**config.mk**
```make
export PLATFORM = sky130hd
export DESIGN_NAME = iba_ctrl
export DESIGN_NICKNAME = d
export VERILOG_FILES = /design/src/hw/rtl/inode_bitmap_allocator_with_name_check_unit_defines.svh /design/src/hw/rtl/iba_pkg.sv /design/src/hw/rtl/iba_ctrl.sv
export SDC_FILE = /design/constraint.sdc
export NUM_CORES = 1
export LEC_CHECK = 0
export ABC_AREA = 1
export BUFFER_PORTS_ARGS = -buffer_cell sky130_fd_sc_hd__buf_4
export CAP_MARGIN = 40
export CORE_AREA = 5 5 42 44
export CTS_CLUSTER_DIAMETER = 80
export DETAILED_ROUTE_END_ITERATION = 8
export DIE_AREA = 0 0 47 49
export HOLD_SLACK_MARGIN = 0.08
export PLACE_DENSITY_LB_ADDON = 0.2
export SYNTH_ARGS = -nofsm -noshare
export SYNTH_HDL_FRONTEND = slang
export SYNTH_SLANG_ARGS = --single-unit
```
**constraint.sdc**
```tcl
create_clock -name clock -period 0.9 [get_ports clock]
set_clock_uncertainty 0.05 [all_clocks]
set_input_delay 0.135 -clock clock [delete_from_list [all_inputs] [get_ports clock]]
set_output_delay 0.135 -clock clock [all_outputs]
set_load 0.05 [all_outputs]
```
**src/hw/rtl/inode_bitmap_allocator_with_name_check_unit_defines.svh**
```systemverilog
// ----------------------------------------------------------------------------
// inode allocator assertion macros
// concurrent checks on clock, switched off for synthesis
// ----------------------------------------------------------------------------
`ifndef INODE_BITMAP_ALLOCATOR_WITH_NAME_CHECK_UNIT_DEFINES_SVH
`define INODE_BITMAP_ALLOCATOR_WITH_NAME_CHECK_UNIT_DEFINES_SVH

`ifndef SYNTHESIS
// check held outside reset
`define IBA_ASSERT(lbl, prop) \
   lbl: assert property (@(posedge clock) disable iff (reset) prop) \
      else $error("iba assertion failed");
// check held at every edge, reset included
`define IBA_ASSERT_ALWAYS(lbl, prop) \
   lbl: assert property (@(posedge clock) prop) \
      else $error("iba assertion failed");
`else
`define IBA_ASSERT(lbl, prop)
`define IBA_ASSERT_ALWAYS(lbl, prop)
`endif

`endif

```
**src/hw/rtl/iba_pkg.sv**
```systemverilog
// ----------------------------------------------------------------------------
// iba_pkg
// shared constants, codes and control types of the inode allocator
// ----------------------------------------------------------------------------
`timescale 1ns / 1ps

package iba_pkg;

   localparam int ENTRIES    = 1024;
   localparam int IDX_W      = $clog2(ENTRIES);
   localparam int CNT_W      = $clog2(ENTRIES + 1);
   localparam int NAME_BYTES = 8;
   localparam int NAME_W     = 8 * NAME_BYTES;
   localparam int LEN_W      = 8;
   localparam int CREATED_W  = 16;

   typedef enum logic [1:0] {
      ST_CREATED  = 2'd0,
      ST_TOO_LONG = 2'd1,
      ST_EXISTS   = 2'd2,
      ST_FULL     = 2'd3
   } status_type;

   typedef enum logic [1:0] {
      S_IDLE,
      S_SCAN,
      S_DONE
   } state_type;

   typedef struct packed {
      logic       capture;
      logic       scan;
      logic       load_rsp;
      status_type rsp_status;
   } cmd_type;

   typedef struct packed {
      logic too_long;
      logic hit;
      logic scan_done;
      logic blank_free;
      logic full;
      logic rsp_busy;
   } sts_type;

endpackage

```
**src/hw/rtl/iba_ctrl.sv**
```systemverilog
// ----------------------------------------------------------------------------
// iba_ctrl
// sequencer: accept, scan the store unless too long, then hand off one result
// ----------------------------------------------------------------------------
`timescale 1ns / 1ps

module iba_ctrl (
   input  logic             clock,
   input  logic             reset,
   input  logic             req_valid,
   output logic             req_ready,
   input  iba_pkg::sts_type sts,
   output iba_pkg::cmd_type cmd
);

   iba_pkg::state_type  state_ff, state_in;
   iba_pkg::status_type status_ff, status_in;

   always_ff @(posedge clock) begin
      if (reset) begin
         state_ff  <= iba_pkg::S_IDLE;
         status_ff <= iba_pkg::ST_CREATED;
      end else begin
         state_ff  <= state_in;
         status_ff <= status_in;
      end
   end

   always_comb begin
      state_in       = state_ff;
      status_in      = status_ff;
      req_ready      = 1'b0;
      cmd.capture    = 1'b0;
      cmd.scan       = 1'b0;
      cmd.load_rsp   = 1'b0;
      cmd.rsp_status = status_ff;

      unique case (state_ff)
         iba_pkg::S_IDLE: begin
            req_ready = 1'b1;
            if (req_valid) begin
               cmd.capture = 1'b1;
               if (sts.too_long) begin
                  status_in = iba_pkg::ST_TOO_LONG;
                  state_in  = iba_pkg::S_DONE;
               end else begin
                  state_in  = iba_pkg::S_SCAN;
               end
            end
         end
         iba_pkg::S_SCAN: begin
            cmd.scan = 1'b1;
            if (sts.hit) begin
               status_in = iba_pkg::ST_EXISTS;
               state_in  = iba_pkg::S_DONE;
            end else if (sts.scan_done) begin
               if (sts.blank_free) begin
                  status_in = iba_pkg::ST_EXISTS;
               end else if (sts.full) begin
                  status_in = iba_pkg::ST_FULL;
               end else begin
                  status_in = iba_pkg::ST_CREATED;
               end
               state_in = iba_pkg::S_DONE;
            end
         end
         iba_pkg::S_DONE: begin
            if (!sts.rsp_busy) begin
               cmd.load_rsp = 1'b1;
               state_in     = iba_pkg::S_IDLE;
            end
         end
         default: begin
            state_in = iba_pkg::S_IDLE;
         end
      endcase
   end

endmodule

```
Word-level counts from Yosys, hierarchy flattened

Index checks and enable logic that the tools add are counted.

Flip-flop bits (word level): 4
Input bits: 9
Output and inout bits: 6
Logic and storage cells: 31

Eq/ne operators: 6
Multiplexer cells: 19
Reduce and logical (&&, ||, !) cells: 4

Operator list:

| cell                                           | number |
|---|---|
| two-way mux 2 bit                              | 11 |
| two-way mux 1 bit                              | 6 |
| inequality test 2 bit (second input constant)  | 3 |
| one-hot mux 2 bit (3 select lines)             | 1 |
| one-hot mux 2 bit (2 select lines)             | 1 |
| AND reduction 4 bit                            | 1 |
| inequality test 3 bit (second input constant)  | 1 |
| AND reduction 3 bit                            | 1 |
| == test 2 x 1 -> 1 bit (second input constant) | 1 |
| == test 2 bit (second input constant)          | 1 |
| zero test 2 bit                                | 1 |
| nonzero test 2 bit                             | 1 |

Longest topological paths before layout

Gate-level depths: netlist (run 1).

Depth after elaboration: 5
Depth in mapped cells: 7
Mapped depth without buffers: 7

Worst setup path after synthesis (run 1)

OpenSTA, ideal clock, no wires.

Path type: register to output
From: register state_ff[1]
To: output port cmd[4] in the netlist's numbering
Arrival: 1.454 ns
Required time: 0.715 ns
Setup slack: -0.739 ns
Cell stages (with the launch flop): 2
Buffers on the path: 0
Path through: dfxtp_1 nor3_1

RTL lines:

| item                   | line           | RTL |
|---|---|---|
| start, declared        | iba_ctrl.sv:16 | `iba_pkg::state_type state_ff, state_in;` |
| start signal, assigned | iba_ctrl.sv:21 | `state_ff <= iba_pkg::S_IDLE;` |
| start signal, assigned | iba_ctrl.sv:24 | `state_ff <= state_in;` |
| end, declared          | iba_ctrl.sv:13 | `output iba_pkg::cmd_type cmd` |

==> results of run 1 <==
[flip-flops by register name (all words and copies together), names as in the netlist]
signal,flops
status_ff,2
state_ff,2
[power breakdown]
group,internal (mW),leakage (nW),switching [mW],total (mW)
registers,0.201,0.0350,0.0339,0.235
logic,0.156,0.179,0.200,0.356
clock network,0.167,0.0150,0.0902,0.258
total,0.525,0.229,0.324,0.849
[final timing paths]
kind,end,slack [ns]
worst max-delay path,cmd[2],-0.26
worst min-delay path,status_ff[0]$_SDFFE_PP0P_,0.1
worst max register to register,status_ff[1]$_SDFFE_PP0P_,-0.26
worst min register to register,status_ff[0]$_SDFFE_PP0P_,0.40
[cells by family (layout without fill, tap and decap cells)]
family          after synthesis  in the layout
buf+inv                       6             28
compound gates                3              3
flops                         4              4
simple gates                 25             25
[worst max-delay path: stages, from the launching register on]
cell     delay (ns)
dfxtp_4        0.37
inv_4          0.07
nand2_2        0.06
nor2_4         0.08
buf_6          0.16
[repair_timing]
action	CTS	global route
hold buffers	1	0
buffers inserted	1	1
setup endpoints to repair	10	10
pin swaps	7	3
gates resized for setup	11	5
hold endpoints to repair	2	0
cloned	0	0
[placed cells by master (no fill, tap or decap), drive strengths merged]
cell type	netlist	routed
a21oi	3	3
buf	0	17
clkbuf	0	4
dfxtp	4	4
nand3	3	3
nor3	3	3
dlygate4sd3	0	1
nand2	8	8
nor2	11	11
inv	6	6
[per-layer routing]
| layer | up-vias | GRT usage | share of wire |
|---|---|---|---|
| li1 | 162 | - | - |
| met1 | 123 | 0.0700 | 0.43 |
| met2 | 13 | 0.0792 | 0.44 |
| met3 | 4 | 0.0332 | 0.092 |
| met4 | 0 | 0.0829 | 0.034 |
| met5 | - | 0 | 0 |
[cell type report]
class | instances | share of cell area
Multi-Input combinational cell | 28 | 0.354
Timing Repair Buffer | 18 | 0.329
Sequential cell | 4 | 0.177
Inverter | 6 | 0.0491
Clock buffer | 4 | 0.0516
Tap cell | 16 | 0.0393
[stage by stage]
stage | utilization | total power, mW
3_5_place_dp | 0.289 | 0.534
3_3_place_gp | 0.289 | 0.534
4_1_cts | 0.344 | 0.829
6_report | 0.363 | 0.849
2_1_floorplan | - | 0.434
5_1_grt | 0.363 | 0.897
==> results.md, run 1 <==
- Die Y: 49 um
- Clock transition at path regs: 0.05 ns
- Seq cells post-synth: 4
- Synth area leader: dfxtp_1
- Actual slew at the worst max-slew pin: 0.171 ns
- Detail Route Antenna Nets: 0
- Port Buffers: 14
- Yosys top cell area share: 0.342
- Die area: 0.00230 mm^2
- CORE AREA: 0.00140 mm^2
- Register area: 90.1 um^2
- Clock tree buffer depth: 2
- WHS: 0.0953 ns
- Required time of the critical path: 0.71 ns
- Startpoint Class: register
- Fin crit period: 1.16 ns
- Root buf cell: clkbuf_4
- Cell area after layout: 509 um^2
- Vias in the first global route: 272
- Outcome: finished with violations
- ANT cells: 0
- Netlist Area Pre-Place: 234 um^2
- Ys Warns: 0
- Clk sink count: 4
- Routed WL: 650 um
- Prevailing post-synth register cell: dfxtp_1
- Initial antenna violation count: 0
- Layout Nets: 70
- # fillers: 154
- Dpl hpwl: 506 um
- Max IR drop VDD: 759 uV
- Cells after Synth: 38
- RePlAce Congestion: 0.648
- Clock buffer count from CTS: 3
- Initial Util: 0.167
- Dpl cells: 69
- Worst Hold Depth: 4
- Synth Area per Inst: 6.16 um^2
- Slew headroom: 0.885
- Area of the multi-input gates: 180 um^2
- Clock latency on the worst-skew pair: 0.25 ns
- Leading cell types by count after synthesis: nor2_1, nand2_1, inv_1
- Post-synth ARST share: 0
- Core Rows: 14
- Post-synthesis xor/xnor area fraction: 0
- Hold Crit Class: in -> reg
- TritonCTS clock tree: done
- RSZ-0062 raised after global routing: yes
- Crit path DAT: 0.98 ns
- Final Non-Filler Cells: 76
- Maxcap violations: 0
- Global Route Usage Sum: 0.0661
- Simple-gate share of the synthesized area: 0.497
- Detailed-route wire length per cell: 8.55 um
- Largest net degree at the start of global routing: 8
- Final setup fails: 9
- Vias after detailed routing: 302
- Type of the worst setup path: reg -> out
- Worst Setup End Kind: output pin
- Share of layout cells above drive strength 1: 0.633
- Netlist cell types: 11
- Synth top area cells: dfxtp_1, nor2_1, nand2_1
- Post-synth EDFFs: 0
- Cell Pwr Density: 1670 mW/mm^2
- Placement Setup Slack: -0.173 ns
- Compound-Gate Fraction of Synth Area: 0.0642
- Remaining global-route overflow: 0
- Drt pass-1 iters: 2
- Post-synthesis sequential area ratio: 0.342
- Crit-path max FO: 4
- LEAKAGE: 0.229 nW
- FF-to-FF Start: state_ff[0]$_SDFFE_PP0P_
- Final Max Slew Viols: 0
- DRC: 0
- Area Overhead vs Synth: 118%
- Setup TNS: -1.69 ns
- Vias per std cell: 3.97
- Worst setup margin: -0.264 ns
- R2R depth: 6
- Syn Nets: 47
- Critical path origin: state_ff[0]$_SDFFE_PP0P_
- Top-count cell post-synth: nor2_1
- Placed cell area: 405 um^2
- Final Hold Fails: 0
- Drt initial violations: 5
- Peak Freq: 859 MHz
- Main combinational cell family by area after synthesis: simple AND/OR/NAND/NOR gates
- # IOs: 15
- First-pass GRT wire length: 1000 um
- Failing checks: setup timing
- Period Utilization, post-route: 1.29
- H-tree Lvls: 1
- Adder-cell area share of the yosys netlist: 0
- Die Span X: 47 um
- Mux share of post-synthesis cell area: 0
- Hold wc startpoint: reset
Power figures use the tool's default switching activity.
==> inputs of run 2 (changes only) <==
--- a/config.mk
+++ b/config.mk
@@ -5,7 +5,6 @@
 export SDC_FILE = /design/constraint.sdc
 export NUM_CORES = 1
 export LEC_CHECK = 0
-export ABC_AREA = 1
 export BUFFER_PORTS_ARGS = -buffer_cell sky130_fd_sc_hd__buf_4
 export CAP_MARGIN = 40
 export CORE_AREA = 5 5 42 44
==> results.md, run 2 <==
- Vias per std cell: 4.19 (was 3.97)
- Synth area leader: dfxtp_1 (unchanged)
- Cell Pwr Density: 1400 mW/mm^2 (was 1670 mW/mm^2)
- Actual slew at the worst max-slew pin: 0.248 ns (was 0.171 ns)
- Synth Area per Inst: 8.76 um^2 (was 6.16 um^2)
- Top-count cell post-synth: dfxtp_1 (was nor2_1)
- Maxcap violations: 0 (unchanged)
- ANT cells: 0 (unchanged)
- Crit-path max FO: 6 (was 4)
- Type of the worst setup path: reg -> out (unchanged)
- Ys Warns: 0 (unchanged)
- Prevailing post-synth register cell: dfxtp_1 (unchanged)
- Layout Nets: 61 (was 70)
- Sequential share of power: 0.291 (was 0.277)
- Drt pass-1 iters: 2 (unchanged)
- Post-synth EDFFs: 0 (unchanged)
- Peak Freq: 856 MHz (was 859 MHz)
- Die Span X: 47 um (unchanged)
- RePlAce Congestion: 0.792 (was 0.648)
- Netlist Area Pre-Place: 219 um^2 (was 234 um^2)
- Port Buffers: 14 (unchanged)
- Cells after Synth: 25 (was 38)
- Clock buffer count from CTS: 3 (unchanged)
- FF-to-FF End: status_ff[0]$_SDFFE_PP0P_ (was status_ff[1]$_SDFFE_PP0P_)
- Vias in the first global route: 307 (was 272)
- Comb power frac: 0.370 (was 0.420)
- Dpl cells: 58 (was 69)
- Commonest non-fill, non-tap cells in the layout: buf_4, buf_8, clkbuf_4 (was buf_4, nor2_1, inv_1, nand2_1, buf_6)
- Hold wc startpoint: reset (unchanged)
- # IOs: 15 (unchanged)
- R2r setup slk: -0.18 ns (was -0.26 ns)
- Detail Route Antenna Nets: 0 (unchanged)
- Syn Nets: 34 (was 47)
- Regs by FF count: state_ff: 2 flops, status_ff: 2 flops (unchanged)
- Final Non-Filler Cells: 67 (was 76)
- Die area: 0.00230 mm^2 (unchanged)
- Post-synth ARST share: 0 (unchanged)
- DRC: 0 (unchanged)
- Root buf cell: clkbuf_4 (unchanged)
- Failing checks: setup timing (unchanged)
- Worst setup margin: -0.268 ns (was -0.264 ns)
- Leading cell types by count after synthesis: dfxtp_1, nor2_1, a21oi_1, inv_1, o21a_1 (was nor2_1, nand2_1, inv_1)
- Clock Power Share: 0.338 (was 0.303)
- Placement Setup Slack: -0.148 ns (was -0.173 ns)
- Initial antenna violation count: 0 (unchanged)
- Hold Crit Class: in -> reg (unchanged)
- Netlist cell types: 17 (was 11)
- R2R depth: 4 (was 6)
- Synth top area cells: dfxtp_1, o21a_1, nand4bb_1 (was dfxtp_1, nor2_1, nand2_1)
- Clk sink count: 4 (unchanged)
- Fin crit period: 1.17 ns (was 1.16 ns)
- RSZ-0062 raised after global routing: yes (unchanged)
- Outcome: finished with violations (unchanged)
- Startpoint Class: register (unchanged)
- Detailed-route wire length per cell: 10.6 um (was 8.55 um)
- Slew headroom: 0.834 (was 0.885)
- Switching power share of the total: 0.310 (was 0.382)
- Required time of the critical path: 0.71 ns (about the same)
- Vias after detailed routing: 281 (was 302)
- Period Utilization, post-route: 1.30 (was 1.29)
- H-tree Lvls: 1 (unchanged)
- Met1 wire length: 289 um (was 280 um)
- Largest net degree at the start of global routing: 8 (unchanged)
- Clock latency on the worst-skew pair: 0.23 ns (was 0.25 ns)
- Uppermost layer routed: met3 (was met4)
- Clock transition at path regs: 0.04 ns (was 0.05 ns)
- Internal: 494 uW (was 525 uW)
- Final setup fails: 8 (was 9)
- Share of layout cells above drive strength 1: 0.706 (was 0.633)
- LEAKAGE: 0.222 nW (was 0.229 nW)
- CORE AREA: 0.00140 mm^2 (unchanged)
- Clock tree buffer depth: 2 (unchanged)
- Initial Util: 0.156 (was 0.167)
- FF-to-FF Start: state_ff[1]$_SDFFE_PP0P_ (was state_ff[0]$_SDFFE_PP0P_)
- Seq cells post-synth: 4 (unchanged)
- Max IR drop VDD: 636 uV (was 759 uV)
- Worst Setup End Kind: output pin (unchanged)
- Remaining global-route overflow: 0 (unchanged)
- Most common cell after layout, fill and taps aside: buf_4 (unchanged)
- Yosys top cell area share: 0.366 (was 0.342)
- Global Route Usage Sum: 0.0745 (was 0.0661)
- Drt initial violations: 2 (was 5)
- TritonCTS clock tree: done (unchanged)
- Post-synthesis sequential area ratio: 0.366 (was 0.342)
- Final Max Slew Viols: 0 (unchanged)
- Sw power: 222 uW (was 324 uW)
- Core Rows: 14 (unchanged)
- First-pass GRT wire length: 1250 um (was 1000 um)
- Crit path DAT: 0.98 ns (about the same)
- Final Hold Fails: 0 (unchanged)
- Area Overhead vs Synth: 134% (was 118%)
- WHS Endpoint: state_ff[1]$_SDFFE_PP0P_ (was status_ff[0]$_SDFFE_PP0P_)
- Length of routed met3 wiring: 49 um (was 60 um)
- Met2 Routed Length: 369 um (was 287 um)
- Dpl hpwl: 607 um (was 506 um)
- Die Y: 49 um (unchanged)
- Worst Hold Depth: 3 (was 4)
- Routed WL: 708 um (was 650 um)
[run 2: power groups by stage]
stage,Sequential (mW),Clock [mW],Combinational (mW)
after global routing,0.212,0.269,0.282
after detailed placement,0.209,0,0.218
after global placement,0.208,0,0.215
after floorplan,0.229,0,0.111
final,0.209,0.242,0.265
after CTS,0.209,0.256,0.244
[run 2: kinds of logic (layout without fill, tap and decap cells)]
| family | count (synthesis) | count (layout) | share of synthesized area |
|---|---|---|---|
| flip-flops | 4 | 4 | 0.366 |
| AO/OA/AOI/OAI | 9 | 9 | 0.297 |
| buffers and inverters | 2 | 28 | 0.0343 |
| AND/OR/NAND/NOR | 10 | 10 | 0.303 |
[run 2: metrics by stage]
step	hold slack (ns)	setup TNS (ns)	utilization	area [um^2]	total power, mW
global route	0.107	-1.99	0.366	513	0.763
global placement	0.264	-0.453	0.288	404	0.424
CTS	0.105	-1.53	0.346	484	0.709
detailed placement	0.269	-0.570	0.288	404	0.427
finish	0.108	-1.54	0.366	513	0.716
floorplan	0.152	-0.733	-	256	0.340
[run 2: final cells by class]
type / instances / area [um^2]
fillers: 159 / 888
repair buffers: 22 / 205
multi-input cells: 19 / 160
flip-flops and latches: 4 / 90.1
clock buffers: 4 / 26.3
well taps: 16 / 20.0
inverters: 2 / 11.3
[run 2: worst max-delay path by stage]
stage                                  start                   endpoint
CTS                 state_ff[1]$_SDFFE_PP0P_                     cmd[3]
floorplan           state_ff[1]$_SDFFE_PP0P_  status_ff[1]$_SDFFE_PP0P_
detailed placement  state_ff[0]$_SDFFE_PP0P_  status_ff[0]$_SDFFE_PP0P_
finish              state_ff[1]$_SDFFE_PP0P_                     cmd[3]
global placement    state_ff[0]$_SDFFE_PP0P_  status_ff[0]$_SDFFE_PP0P_
global route        state_ff[1]$_SDFFE_PP0P_                     cmd[3]
[run 2: critical path, cell delays in order, from the launching register on]
cell and delay (ns):
dfxtp_4 0.37, nand2b_4 0.14, clkinvlp_4 0.08, buf_6 0.15
[run 2: repair_timing]
item                                    in CTS  in global routing
resized for setup                            9                  4
setup buffers                                2                  2
endpoints found under the setup margin       9                 10
hold buffers                                 1                  0
gates cloned                                 0                  0
hold endpoints to repair                     2                  0
pin swaps                                    3                  0
[run 2: layer usage]
layer | track usage | vias to the layer above
met5 | 0 | -
met4 | 0.0415 | 0
met2 | 0.111 | 8
li1 | - | 145
met1 | 0.0919 | 128
met3 | 0.0221 | 0
